`config.mk`:
```
export PLATFORM = sky130hd
export DESIGN_NAME = accumulator_machine_step
export DESIGN_NICKNAME = d
export VERILOG_FILES = /design/src/ams_pkg.sv /design/src/ams_front.sv /design/src/ams_back.sv /design/src/accumulator_machine_step.sv
export SDC_FILE = /design/constraint.sdc
export NUM_CORES = 1
export LEC_CHECK = 0
export BUFFER_PORTS_ARGS = -buffer_cell sky130_fd_sc_hd__buf_2
export CAP_MARGIN = 20
export CORE_MARGIN = 4
export CORE_UTILIZATION = 60
export CTS_CLUSTER_SIZE = 16
export DETAILED_ROUTE_END_ITERATION = 10
export MAX_ROUTING_LAYER = met4
export PLACE_DENSITY_LB_ADDON = 0.12
export SETUP_SLACK_MARGIN = 0.05
export SKIP_CTS_REPAIR_TIMING = 1
export SLEW_MARGIN = 20
export SYNTH_ARGS = -nofsm -noshare
export SYNTH_HDL_FRONTEND = slang
export SYNTH_SLANG_ARGS = --single-unit
```
`constraint.sdc`:
```
create_clock -name clock -period 7.8 [get_ports clock]
set_input_delay 1.56 -clock clock [delete_from_list [all_inputs] [get_ports clock]]
set_output_delay 1.56 -clock clock [all_outputs]
set_load 0.02 [all_outputs]
```
`src/ams_pkg.sv`:
```
package ams_pkg;

   localparam int FLOOR_TILES   = 16;
   localparam int PROGRAM_DEPTH = 256;
   localparam int VALUE_BITS    = 16;

   localparam int OPERAND_BITS  = 8;
   localparam int WORD_BITS     = 16;
   localparam int ADDR_BITS     = 9;
   localparam int PC_BITS       = $clog2(PROGRAM_DEPTH + 1);
   localparam int TILE_IDX_BITS = (FLOOR_TILES > 1) ? $clog2(FLOOR_TILES) : 1;
   localparam int TILE_CNT_BITS = $clog2(FLOOR_TILES + 1);
   localparam int TCMP_BITS     = (TILE_CNT_BITS > OPERAND_BITS) ? TILE_CNT_BITS
                                                                 : OPERAND_BITS + 1;
   localparam int JCMP_BITS     = (PC_BITS > OPERAND_BITS) ? PC_BITS : OPERAND_BITS;

   localparam int CSR_INDEX_BITS = 2;
   localparam int CSR_DATA_BITS  = 9;
   localparam int PLEN_BITS      = 9;
   localparam int TUSE_BITS      = 5;
   localparam int OPEN_BITS      = 8;

   localparam logic [CSR_INDEX_BITS-1:0] CSR_PROGRAM_LENGTH = 2'd0;
   localparam logic [CSR_INDEX_BITS-1:0] CSR_TILES_IN_USE   = 2'd1;
   localparam logic [CSR_INDEX_BITS-1:0] CSR_OPCODE_ENABLE  = 2'd2;

   typedef logic [VALUE_BITS-1:0]       value_type;
   typedef logic signed [WORD_BITS-1:0] word_type;
   typedef logic [PC_BITS-1:0]          pc_type;

   typedef enum logic [2:0] {
      OP_INBOX      = 3'd0,
      OP_OUTBOX     = 3'd1,
      OP_COPYFROM   = 3'd2,
      OP_COPYTO     = 3'd3,
      OP_ADD        = 3'd4,
      OP_SUB        = 3'd5,
      OP_JUMP       = 3'd6,
      OP_JUMPIFZERO = 3'd7
   } op_type;

   typedef enum logic [1:0] {
      RUN_RUNNING = 2'd0,
      RUN_HALTED  = 2'd1,
      RUN_ERROR   = 2'd2
   } run_type;

   typedef struct packed {
      op_type                  op;
      logic [OPERAND_BITS-1:0] operand;
      logic                    inbox_empty;
      word_type                inbox_value;
   } req_type;

   typedef struct packed {
      logic [ADDR_BITS-1:0] next_address;
      logic                 inbox_taken;
      logic                 outbox_valid;
      word_type             outbox_value;
      logic [1:0]           status;
   } rsp_type;

   typedef struct packed {
      pc_type                   prog_len;
      logic [TILE_CNT_BITS-1:0] tile_count;
      logic [OPEN_BITS-1:0]     opcode_enable;
   } cfg_type;

   typedef struct packed {
      req_type req;
      logic    op_enabled;
      logic    tile_ok;
      logic    target_ok;
   } cmd_type;

endpackage

```
`src/ams_front.sv`:
```
module ams_front (
   input  logic             clock,
   input  logic             reset,
   input  ams_pkg::cfg_type cfg,
   input  logic             req_valid,
   output logic             req_ready,
   input  ams_pkg::req_type req_data,
   output logic             cmd_valid,
   input  logic             cmd_ready,
   output ams_pkg::cmd_type cmd_data
);

   ams_pkg::cmd_type cmd_new;
   ams_pkg::cmd_type queue_ff [2];
   logic             wr_ptr_ff, wr_ptr_in;
   logic             rd_ptr_ff, rd_ptr_in;
   logic [1:0]       count_ff, count_in;
   logic             push, pop;

   // classify the request against the current configuration
   always_comb begin
      cmd_new.req        = req_data;
      cmd_new.op_enabled = cfg.opcode_enable[req_data.op];
      cmd_new.tile_ok    = ams_pkg::TCMP_BITS'(req_data.operand) <
                           ams_pkg::TCMP_BITS'(cfg.tile_count);
      cmd_new.target_ok  = (req_data.operand != '0) &&
                           (ams_pkg::JCMP_BITS'(req_data.operand) <
                            ams_pkg::JCMP_BITS'(cfg.prog_len));
   end

   assign req_ready = (count_ff != 2'd2);
   assign cmd_valid = (count_ff != 2'd0);
   assign cmd_data  = queue_ff[rd_ptr_ff];
   assign push      = req_valid && req_ready;
   assign pop       = cmd_valid && cmd_ready;

   always_comb begin
      wr_ptr_in = push ? ~wr_ptr_ff : wr_ptr_ff;
      rd_ptr_in = pop ? ~rd_ptr_ff : rd_ptr_ff;
      count_in  = count_ff + 2'(push) - 2'(pop);
   end

   always_ff @(posedge clock) begin
      if (reset) begin
         wr_ptr_ff <= 1'b0;
         rd_ptr_ff <= 1'b0;
         count_ff  <= 2'd0;
      end else begin
         wr_ptr_ff <= wr_ptr_in;
         rd_ptr_ff <= rd_ptr_in;
         count_ff  <= count_in;
      end
   end

   always_ff @(posedge clock) begin
      if (push) begin
         queue_ff[wr_ptr_ff] <= cmd_new;
      end
   end

endmodule

```
`src/ams_back.sv`:
```
module ams_back (
   input  logic             clock,
   input  logic             reset,
   input  ams_pkg::cfg_type cfg,
   input  logic             cmd_valid,
   output logic             cmd_ready,
   input  ams_pkg::cmd_type cmd_data,
   output logic             rsp_valid,
   input  logic             rsp_ready,
   output ams_pkg::rsp_type rsp_data
);

   ams_pkg::value_type tile_ff [ams_pkg::FLOOR_TILES];
   logic [ams_pkg::FLOOR_TILES-1:0] filled_ff, filled_in;

   ams_pkg::value_type held_ff, held_in;
   logic               holding_ff, holding_in;
   ams_pkg::pc_type    pc_ff, pc_in;
   ams_pkg::run_type   run_ff, run_in;
   logic               rsp_valid_ff, rsp_valid_in;
   ams_pkg::rsp_type   rsp_ff, rsp_in;

   logic                              take;
   logic [ams_pkg::TILE_IDX_BITS-1:0] idx;
   ams_pkg::value_type                tile_rd;
   logic                              readable;
   logic                              tile_we;
   logic                              err, taken, outv;
   ams_pkg::pc_type                   next;

   assign cmd_ready = !rsp_valid_ff || rsp_ready;
   assign take      = cmd_valid && cmd_ready;
   assign idx       = ams_pkg::TILE_IDX_BITS'(cmd_data.req.operand);
   assign tile_rd   = tile_ff[idx];
   assign readable  = cmd_data.tile_ok && filled_ff[idx];

   always_comb begin
      held_in    = held_ff;
      holding_in = holding_ff;
      pc_in      = pc_ff;
      run_in     = run_ff;
      filled_in  = filled_ff;
      tile_we    = 1'b0;
      err        = 1'b0;
      taken      = 1'b0;
      outv       = 1'b0;
      next       = pc_ff + 1'b1;
      if (take) begin
         if (run_in == ams_pkg::RUN_RUNNING && pc_ff >= cfg.prog_len) begin
            run_in = ams_pkg::RUN_HALTED;
         end
         if (run_in == ams_pkg::RUN_RUNNING) begin
            if (!cmd_data.op_enabled) begin
               err = 1'b1;
            end else begin
               unique case (cmd_data.req.op)
                  ams_pkg::OP_INBOX: begin
                     if (cmd_data.req.inbox_empty) begin
                        run_in = ams_pkg::RUN_HALTED;
                        next   = pc_ff;
                     end else begin
                        held_in    = ams_pkg::value_type'(cmd_data.req.inbox_value);
                        holding_in = 1'b1;
                        taken      = 1'b1;
                     end
                  end
                  ams_pkg::OP_OUTBOX: begin
                     if (!holding_ff) begin
                        err = 1'b1;
                     end else begin
                        outv       = 1'b1;
                        holding_in = 1'b0;
                     end
                  end
                  ams_pkg::OP_COPYFROM: begin
                     if (!readable) begin
                        err = 1'b1;
                     end else begin
                        held_in    = tile_rd;
                        holding_in = 1'b1;
                     end
                  end
                  ams_pkg::OP_COPYTO: begin
                     if (!holding_ff || !cmd_data.tile_ok) begin
                        err = 1'b1;
                     end else begin
                        tile_we        = 1'b1;
                        filled_in[idx] = 1'b1;
                     end
                  end
                  ams_pkg::OP_ADD, ams_pkg::OP_SUB: begin
                     if (!holding_ff || !readable) begin
                        err = 1'b1;
                     end else if (cmd_data.req.op == ams_pkg::OP_ADD) begin
                        held_in = held_ff + tile_rd;
                     end else begin
                        held_in = held_ff - tile_rd;
                     end
                  end
                  ams_pkg::OP_JUMP: begin
                     if (!cmd_data.target_ok) begin
                        err = 1'b1;
                     end else begin
                        next = ams_pkg::PC_BITS'(cmd_data.req.operand) - 1'b1;
                     end
                  end
                  ams_pkg::OP_JUMPIFZERO: begin
                     if (!holding_ff || !cmd_data.target_ok) begin
                        err = 1'b1;
                     end else if (held_ff == '0) begin
                        next = ams_pkg::PC_BITS'(cmd_data.req.operand) - 1'b1;
                     end
                  end
                  default: begin
                     err = 1'b1;
                  end
               endcase
            end
            if (err) begin
               run_in     = ams_pkg::RUN_ERROR;
               held_in    = held_ff;
               holding_in = holding_ff;
               filled_in  = filled_ff;
               tile_we    = 1'b0;
               taken      = 1'b0;
               outv       = 1'b0;
            end else begin
               pc_in = next;
               if (run_in == ams_pkg::RUN_RUNNING && next >= cfg.prog_len) begin
                  run_in = ams_pkg::RUN_HALTED;
               end
            end
         end
      end

      rsp_in.next_address = ams_pkg::ADDR_BITS'(pc_in);
      rsp_in.inbox_taken  = taken;
      rsp_in.outbox_valid = outv;
      rsp_in.outbox_value = outv ? ams_pkg::word_type'(signed'(held_ff)) : '0;
      rsp_in.status       = run_in;

      rsp_valid_in = take || (rsp_valid_ff && !rsp_ready);
   end

   always_ff @(posedge clock) begin
      if (reset) begin
         held_ff      <= '0;
         holding_ff   <= 1'b0;
         pc_ff        <= '0;
         run_ff       <= ams_pkg::RUN_RUNNING;
         filled_ff    <= '0;
         rsp_valid_ff <= 1'b0;
      end else begin
         held_ff      <= held_in;
         holding_ff   <= holding_in;
         pc_ff        <= pc_in;
         run_ff       <= run_in;
         filled_ff    <= filled_in;
         rsp_valid_ff <= rsp_valid_in;
      end
   end

   always_ff @(posedge clock) begin
      if (tile_we) begin
         tile_ff[idx] <= held_ff;
      end
      if (take) begin
         rsp_ff <= rsp_in;
      end
   end

   assign rsp_valid = rsp_valid_ff;
   assign rsp_data  = rsp_ff;

endmodule

```
`src/accumulator_machine_step.sv`:
```
// Accumulator machine, one instruction per request. Each request carries the
// instruction fetched at the last reported next_address together with the
// inbox head; the response gives the next address, inbox and outbox activity
// and the run status. Requests enter a two-entry queue after classification
// and the execute stage retires one per cycle into an output register while
// the response is not held, so the sustained rate is one request per clock
// without back-pressure; it is set by the execute loop over the held value,
// the program counter and the sixteen-tile store. The tile fill flags are
// cleared at reset; the tile values are not. After a halt or an error the
// machine stays frozen until reset. Configuration writes are accepted at any
// time but take effect correctly only while no request is in flight.
module accumulator_machine_step (
   input  logic                                clock,
   input  logic                                reset,
   input  logic                                req_valid,
   output logic                                req_ready,
   input  ams_pkg::req_type                    req_data,
   output logic                                rsp_valid,
   input  logic                                rsp_ready,
   output ams_pkg::rsp_type                    rsp_data,
   input  logic                                csr_valid,
   output logic                                csr_ready,
   input  logic [ams_pkg::CSR_INDEX_BITS-1:0]  csr_index,
   input  logic [ams_pkg::CSR_DATA_BITS-1:0]   csr_data
);

   logic [ams_pkg::PLEN_BITS-1:0] plen_ff, plen_in;
   logic [ams_pkg::TUSE_BITS-1:0] tuse_ff, tuse_in;
   logic [ams_pkg::OPEN_BITS-1:0] open_ff, open_in;
   ams_pkg::cfg_type              cfg;
   logic                          cmd_valid, cmd_ready;
   ams_pkg::cmd_type              cmd_data;

   assign csr_ready = 1'b1;

   always_comb begin
      plen_in = plen_ff;
      tuse_in = tuse_ff;
      open_in = open_ff;
      if (csr_valid) begin
         unique case (csr_index)
            ams_pkg::CSR_PROGRAM_LENGTH: plen_in = ams_pkg::PLEN_BITS'(csr_data);
            ams_pkg::CSR_TILES_IN_USE:   tuse_in = ams_pkg::TUSE_BITS'(csr_data);
            ams_pkg::CSR_OPCODE_ENABLE:  open_in = ams_pkg::OPEN_BITS'(csr_data);
            default: begin
            end
         endcase
      end
   end

   always_ff @(posedge clock) begin
      if (reset) begin
         plen_ff <= ams_pkg::PLEN_BITS'(1);
         tuse_ff <= '0;
         open_ff <= '1;
      end else begin
         plen_ff <= plen_in;
         tuse_ff <= tuse_in;
         open_ff <= open_in;
      end
   end

   // saturate to the implemented program and floor sizes
   always_comb begin
      if (32'(plen_ff) > ams_pkg::PROGRAM_DEPTH) begin
         cfg.prog_len = ams_pkg::PC_BITS'(ams_pkg::PROGRAM_DEPTH);
      end else begin
         cfg.prog_len = ams_pkg::PC_BITS'(plen_ff);
      end
      if (32'(tuse_ff) > ams_pkg::FLOOR_TILES) begin
         cfg.tile_count = ams_pkg::TILE_CNT_BITS'(ams_pkg::FLOOR_TILES);
      end else begin
         cfg.tile_count = ams_pkg::TILE_CNT_BITS'(tuse_ff);
      end
      cfg.opcode_enable = open_ff;
   end

   ams_front u_front (
      .clock     (clock),
      .reset     (reset),
      .cfg       (cfg),
      .req_valid (req_valid),
      .req_ready (req_ready),
      .req_data  (req_data),
      .cmd_valid (cmd_valid),
      .cmd_ready (cmd_ready),
      .cmd_data  (cmd_data)
   );

   ams_back u_back (
      .clock     (clock),
      .reset     (reset),
      .cfg       (cfg),
      .cmd_valid (cmd_valid),
      .cmd_ready (cmd_ready),
      .cmd_data  (cmd_data),
      .rsp_valid (rsp_valid),
      .rsp_ready (rsp_ready),
      .rsp_data  (rsp_data)
   );

endmodule

```
---- After elaboration in Yosys (flattened, before gate mapping) ----
Memories as Yosys holds them, arrays and structs flattened. A register that Yosys moved wholly into a read port is not among the register bits.
Cells that the tools add are included.
storage, ports and cells
  register bits ........................... 100
  latch bits .............................. 0
  RAM bits ................................ 318
  bits in read-only memories .............. 0
  input port bits ......................... 44
  output and inout port bits .............. 32
  logic and storage cells ................. 159
  memories kept ........................... 2
cells by class
  $add $sub $neg .......................... 6
  $mul .................................... 0
  div/mod/pow operators ................... 0
  order comparisons ....................... 9
  equal/unequal tests ..................... 13
  shift-type cells ........................ 0
  mux-type cells .......................... 67
  bitwise gates (word level) .............. 8
  reduce and logical (&&, ||, !) cells .... 37
memory list
  name              words  bits a word  read ports  clocked after Yosys merged registers in  write ports  RTL line         RTL
  u_back.tile_ff    16     16           1           0                                        1            ams_back.sv:13   ams_pkg::value_type tile_ff [ams_pkg::FLOOR_TILES];
  u_front.queue_ff  2      31           1           1                                        1            ams_front.sv:14  ams_pkg::cmd_type queue_ff [2];
operators with widths
  kind                   number
  $mux W9                11
  $mux W16               4
  $pmux W16 S3           1
  $mux W1                33
  $pmux W9 S3            1
  $mux W2                11
  $ge A9 B9 Y1           2
  $add A16 B16 Y16       1
  $logic_not A16 Y1      1
  $or A16 B16 Y16        1
  $sub A16 B16 Y16       1
  $eq A3 B3 Y1 const B   4
  $add A9 B1 Y9 const B  1
  $gt A9 B9 Y1 const B   1
  $lt A8 B9 Y1           1
  $sub A8 B1 Y9 const B  1
  $logic_and A1 B1 Y1    8
  $logic_not A2 Y1       4
  $lt A8 B5 Y1           1
  $reduce_and A8 Y1      1
  $reduce_bool A8 Y1     1
  $not A1 Y1             7
  $reduce_and A7 Y1      1
  $eq A3 B2 Y1 const B   2
  other kinds (26)       40

---- Logic depth before layout (Yosys ltp) ----
Gate-level depths: netlist (run 1).
  depth after elaboration ................. 17
  depth in mapped cells ................... 26

---- Modules after synthesis ----
A second synthesis (run 1) with hierarchy kept.
unflattened totals
  cells, all modules ...................... 1248
  area, all modules ....................... 18674.2 um^2
by module, submodules not included
  module                    times used  cells an instance  area an instance (um^2)
  ams_back                  1           975                14831.7
  ams_front                 1           165                2821.5
  accumulator_machine_step  1           108                1021.0

---- Worst setup path after synthesis (run 1) ----
OpenSTA, ideal clock, no wires.
  path kind ............................... register to register
  start ................................... reg with a tool-made name
  end ..................................... reg u_back.held_ff[14]
  library setup time ...................... 139 ps
  arrival ................................. 4964 ps
  required time ........................... 7661 ps
  slack ................................... 2697 ps
  stages on the path, launching flop included .. 23
  path buffers ............................ 3
  path through ............................ dfxtp_1 buf_6 mux2i_4 buf_6 buf_6 mux4_2 a22oi_1 o211ai_1 inv_1 ha_1 inv_1 or3_1 nor2_4 a21oi_1 xor2_1 ha_1 a21o_1 a31o_2 a41o_1 o41a_1 and4b_1 o41ai_1 a311oi_1
RTL lines
  what                  RTL line         RTL
  end signal, assigned  ams_back.sv:154  held_ff <= held_in;
  end, declared         ams_back.sv:16   ams_pkg::value_type held_ff, held_in;

==> results of run 1 <==
## sequential cells by signal (all words and copies together), names as in the netlist, 2 cells and up, named ones only
signal,cells
u_back.rsp_data,29
u_back.filled_ff,16
u_back.run_ff,2
u_back.tile_ff,256
open_ff,8
tuse_ff,5
u_back.held_ff,16
plen_ff,9
u_back.pc_ff,9
u_front.queue_ff,62
u_front.count_ff,2
## worst min-delay path by stage
stage / startpoint / end / slack [ps] / depth (start not counted)
floorplan: u_back.filled_ff[2] / u_back.filled_ff[2] / 430 / 2
global placement: u_back.filled_ff[4] / u_back.filled_ff[4] / 440 / 2
detailed placement: u_back.filled_ff[2] / u_back.filled_ff[2] / 450 / 2
CTS: u_back.filled_ff[2] / u_back.filled_ff[2] / 460 / 2
global route: u_back.filled_ff[6] / u_back.filled_ff[6] / 490 / 2
finish: u_back.filled_ff[2] / u_back.filled_ff[2] / 460 / 2
## layer usage
layer | part of all wire, % | vias up
li1 | - | 6027
met1 | 42 | 6469
met2 | 45 | 652
met3 | 9.6 | 110
met4 | 3.3 | 0
met5 | 0 | -
## cells in the mapped netlist (all sizes together), types with 10 or more instances
cell,number
a211oi,29
a21o,19
a21oi,79
a22oi,24
a31oi,11
and2,24
buf,35
clkbuf,38
dfxtp,72
edfxtp,347
ha,52
inv,29
mux2,16
mux2i,75
mux4,19
nand2,127
nand2b,38
nand3,38
nand3b,11
nand4,10
nor2,171
nor2b,26
nor3,25
o21ai,53
o221ai,22
o22ai,16
xnor2,22
xor2,16
## power by group through the flow
| stage | clock network, W | logic, W | registers, W |
|---|---|---|---|
| floorplan | 0 | 0.00186 | 0.00281 |
| global placement | 0 | 0.00254 | 0.00282 |
| detailed placement | 0 | 0.00258 | 0.00282 |
| CTS | 0.00191 | 0.00260 | 0.00278 |
| global route | 0.00201 | 0.00285 | 0.00280 |
| finish | 0.00188 | 0.00263 | 0.00278 |
## per-stage QoR
step / cells / total power, W
after floorplan: 1548 / 0.00467
after global placement: 1998 / 0.00535
after detailed placement: 1999 / 0.00540
after CTS: 2077 / 0.00728
after global routing: 2077 / 0.00766
final: 2077 / 0.00729
## final cells by class
class / count / area share, %
tap: 402 / 2.33
clock buffer: 52 / 5.05
clock inverter: 26 / 0.870
multi-input combinational: 1026 / 32.8
inverter: 30 / 0.534
sequential: 419 / 55.0
timing repair buffer: 122 / 3.39
## cells by family (layout without fill, tap and decap cells)
family	Yosys count	after routing	synth area share [%]
and+or+nand+nor	508	508	12.6
DFF	419	419	61.1
AOI/OAI and AO/OA	316	316	11.4
muxes	110	110	7.22
buffers and inverters	103	230	2.47
adders and majority gates	53	53	3.45
xor gates and xnor gates	38	38	1.75
other	1	1	0.0193
## cells in the final DEF (no fill, tap or decap), types with 7 or more instances in the layout
master / n
a221oi_1: 8
xnor2_1: 21
nand3_1: 37
dfxtp_1: 71
and3_1: 8
clkbuf_16: 42
a22oi_1: 24
a31oi_1: 11
o22ai_1: 16
nand3b_1: 11
nor2b_1: 26
a211oi_1: 15
buf_4: 48
nand4_1: 10
a21oi_1: 77
inv_1: 27
o211ai_1: 8
mux2_2: 15
a211oi_2: 13
a21o_1: 19
mux4_2: 16
o221ai_1: 22
nand2b_1: 38
nand2_1: 127
o21ai_0: 51
o21bai_1: 7
nor2_1: 168
edfxtp_1: 347
clkinv_1: 14
mux2i_1: 72
and2_1: 23
clkbuf_1: 10
nor3_1: 23
ha_1: 52
xor2_1: 16
buf_2: 74
## worst register-to-register path: stages, from the launching register on
cell and delay (ps):
dfxtp_4 970, mux2i_4 960, inv_4 290, nor2_1 170, o221ai_1 160, a22oi_1 440, nand2_1 170, inv_1 120
ha_1 230, a21o_1 170, ha_1 280, a21o_1 170, a21o_1 210, a2111oi_0 660, nor3_1 180, or3_1 430
a41o_1 220, a21oi_1 170, xnor2_1 80, a211oi_1 320, a211oi_2 110
==> reports/metrics.csv, run 1 <==
metric;value;unit
drt first pass iters;6;
combinational share of power;36.1;%
synthesized area;0.0194;sq mm
DRT iter0 DRCs;1621;
Routed Antenna Nets;0;
fillcell total;2347;
GRT met3 Usage;5.79;%
# rows;65;
setup ws final;1160;ps
Worst Hold Slack;459;ps
internal power;0.00464;W
# DRC;0;
pwr dens;338;mW/mm^2
GR Util met1;39.4;%
worst r2r path cells;20;
Leak;7.98;nW
setup TNS;0;ps
async set or reset register ratio after synthesis;0;%
number of synthesized flops with an enable pin;347;
RSZ-0062 raised after global routing;false;
# IOs;76;
top cell type's share of synthesized area;53.7;%
gr busiest metal;met2;
placed cell areas;0.0203;sq mm
status;complete, no violations;
fin crit period;6640;ps
Initial Utilization;61.2;%
clock power share;25.8;%
Die Y;188;um
CORE AREA;0.0317;sq mm
Final #Nets;1738;
Root Driver;clkbuf_16;
Worst Hold Class;reg2reg;
cell family with most CP delay;compound AO/OA/AOI/OAI gates;
Vias;13258;
DP Wirelength;32900;um
top cell type by total area after synthesis;edfxtp_1;
Reg area;0.0119;sq mm
Setup crit end;u_back.held_ff[13];
Ys Warns;0;
CP most frequent cell;a21o_1;
syn nets;1645;
WP data arrival;7030;ps
global-route wire length before repair;75300;um
final core utilization;68.0;%
clock slew at reported path FFs;60;ps
Max Clk Rate;151;MHz
#FFs+latches synth;419;
max incr delay on CP;970;ps
die extent in x;188;um
Crit Path Max Fanout;65;
IR drop worst, VDD;0.000225;V
switching power;0.00266;W
Setup violations, final;0;
diodes inserted;0;
Port Buffers;74;
RePlAce Congestion;0.995;
CP max-delay cell;dfxtp_4;
Syn Inst Count;1548;
worst path bufs/invs;2;
TritonCTS buffer count;42;
post-synthesis sequential area ratio;61.1;%
syn_area_per_cell;12.5;sq um
clock latency on the worst-skew pair;550;ps
synth-to-layout area growth;11.1;%
Yosys cell types;88;
sw frac;36.4;%
global route overflow;0;
crit path launch type;flop;
All-Layer GR Usage;28.4;%
clk buf depth;3;
Max Cap Viol;0;
Final Cell Area;0.0216;sq mm
r2r endpoint;u_back.held_ff[13];
vias in the first global route;12866;
Slew Limit Headroom;32.1;%
Final Hold Fails;0;
number of cells on the critical path;20;
largest net degree at the start of global routing;75;
CTS tree;built;
Final period util;85.1;%
clk sinks;419;
Crit Path Category;reg2reg;
WP data required;8190;ps
die area;0.0353;sq mm
Worst R2R Setup Slack;1160;ps
Slew @ Worst Pin;1020;ps
initial antenna violation count;0;
worst path cell trace;mux2i_4, inv_4, nor2_1, o221ai_1, a22oi_1, nand2_1, inv_1, ha_1, a21o_1, ha_1, a21o_1, a21o_1, a2111oi_0, nor3_1, or3_1, a41o_1, a21oi_1, xnor2_1, a211oi_1, a211oi_2;
max-slew violation count;0;
CP Capture Type;flop;
register share of total power;38.1;%
skew final;22.7;ps
Setup Slack @ Placement;1260;ps
Synth Flop Type;edfxtp_1;
GRT met2 Usage;42.9;%
area of the multi-input gates;0.00709;sq mm
fraction of layout cells with a size suffix above 1;14.9;%
WL/cell;23.7;um
final wirelength;49300;um
drt via density;6.38;
largest cells by area after synthesis;edfxtp_1, dfxtp_1, mux2i_1;
H-Tree Level Count;2;
Power figures use the tool's default switching activity.
==> inputs of run 2 (changes only) <==
--- a/config.mk
+++ b/config.mk
@@ -8,7 +8,7 @@
 export BUFFER_PORTS_ARGS = -buffer_cell sky130_fd_sc_hd__buf_2
 export CAP_MARGIN = 20
 export CORE_MARGIN = 4
-export CORE_UTILIZATION = 60
+export CORE_UTILIZATION = 50
 export CTS_CLUSTER_SIZE = 16
 export DETAILED_ROUTE_END_ITERATION = 10
 export MAX_ROUTING_LAYER = met4
==> reports/metrics.csv, run 2 (same netlist as run 1, synthesis figures left out) <==
metric;value;unit;change
status;complete, no violations;;unchanged
fillcell total;3143;;was 2347
clock latency on the worst-skew pair;580;ps;was 550 ps
initial antenna violation count;0;;unchanged
Max Cap Viol;0;;unchanged
clk buf depth;3;;unchanged
RSZ-0062 raised after global routing;false;;unchanged
WP data arrival;6580;ps;was 7030 ps
drt first pass iters;5;;was 6
Vias;13164;;was 13258
H-Tree Level Count;2;;unchanged
CORE AREA;0.0380;sq mm;was 0.0317 sq mm
WL/cell;23.2;um;was 23.7 um
Slew Limit Headroom;24.0;%;was 32.1%
max-slew violation count;0;;unchanged
setup ws final;1640;ps;was 1160 ps
TritonCTS buffer count;46;;was 42
die area;0.0421;sq mm;was 0.0353 sq mm
Root Driver;clkbuf_16;;unchanged
fraction of layout cells with a size suffix above 1;15.6;%;was 14.9%
Reg with most FFs;u_back.tile_ff;;unchanged
Final #Nets;1745;;was 1738
pwr dens;339;mW/mm^2;was 338 mW/mm^2
All-Layer GR Usage;24.9;%;was 28.4%
Crit Path Category;reg2reg;;unchanged
Final period util;79.0;%;was 85.1%
Final Hold Fails;0;;unchanged
Final Cell Area;0.0218;sq mm;was 0.0216 sq mm
Max Clk Rate;162;MHz;was 151 MHz
crit path launch type;flop;;unchanged
Die Y;205;um;was 188 um
setup TNS;0;ps;unchanged
Setup Slack @ Placement;1670;ps;was 1260 ps
WP data required;8220;ps;was 8190 ps
final wirelength;50900;um;was 49300 um
drt via density;6.00;;was 6.38
vias in the first global route;12603;;was 12866
RePlAce Congestion;0.892;;was 0.995
die extent in x;205;um;was 188 um
Worst R2R Setup Slack;1640;ps;was 1160 ps
# IOs;76;;unchanged
fin crit period;6160;ps;was 6640 ps
Worst Hold Class;reg2reg;;unchanged
final core utilization;57.5;%;was 68.0%
number of flip-flops in the largest register;256;;unchanged
# rows;71;;was 65
CP Capture Type;flop;;unchanged
global route overflow;0;;unchanged
DP Wirelength;33700;um;was 32900 um
Crit Path Max Fanout;44;;was 65
synth-to-layout area growth;12.5;%;was 11.1%
total power;0.00741;W;was 0.00729 W
DRT iter0 DRCs;1414;;was 1621
Routed Antenna Nets;0;;unchanged
skew final;21.8;ps;was 22.7 ps
IR drop worst, VDD;0.000243;V;was 0.000225 V
CTS tree;built;;unchanged
largest net degree at the start of global routing;75;;unchanged
most frequent cells in the layout;edfxtp_1, nor2_1, nand2_1;;unchanged
most common cell after layout, fill and taps aside;edfxtp_1;;unchanged
clock slew at reported path FFs;60;ps;about the same
placed cell areas;0.0205;sq mm;was 0.0203 sq mm
Leak;8.05;nW;was 7.98 nW
Port Buffers;74;;unchanged
Setup violations, final;0;;unchanged
Initial Utilization;51.1;%;was 61.2%
Slew @ Worst Pin;1140;ps;was 1020 ps
# DRC;0;;unchanged
diodes inserted;0;;unchanged
clk sinks;419;;unchanged
global-route wire length before repair;77000;um;was 75300 um
run 2: cell type report:
class                   count  area [sq um]  area share [%]
clock buffers              61          1260            5.76
clock inverters            22           126           0.578
inverters                  30           115           0.527
multi-input cells        1026          7090            32.5
flip-flops and latches    419         11900            54.3
well taps                 511           639            2.93
repair buffers            125           753            3.45
run 2: power breakdown:
part           internal [W]  switching [W]
Clock               0.00113       0.000870
Combinational      0.000960        0.00173
Sequential          0.00262       0.000105
Total               0.00471        0.00270
run 2: routing by layer:
layer | share of wire (%) | track usage (%)
met5 | 0 | -
met3 | 8.5 | 4.73
met2 | 44 | 36.0
met1 | 45 | 36.4
met4 | 2.4 | 6.87
run 2: critical path, stage by stage, from the launching register on:
cell and delay, ps:
dfxtp_4 520, buf_4 580, mux2i_1 160, buf_4 210
nor2_1 490, o31ai_1 160, o211ai_1 550, inv_1 100
ha_1 290, a21o_1 170, ha_1 270, a21o_1 180
a21o_1 200, a2111oi_0 620, nor3_1 180, or3_1 420
a41o_1 220, a21oi_1 170, xnor2_1 90, a211oi_1 290
a211oi_2 100
run 2: final timing paths:
check,startpoint,end,cells after the start
setup / recovery,flop,u_back.held_ff[13],20
hold / removal,u_back.filled_ff[8],u_back.filled_ff[8],2
setup reg to reg,flop,u_back.held_ff[13],20
hold reg to reg,u_back.filled_ff[8],u_back.filled_ff[8],2
run 2: stage by stage:
step,std cells,hold WS (ps)
floorplan,1548,428
global placement,2111,443
detailed placement,2111,448
CTS,2194,463
global route,2194,484
finish,2194,468
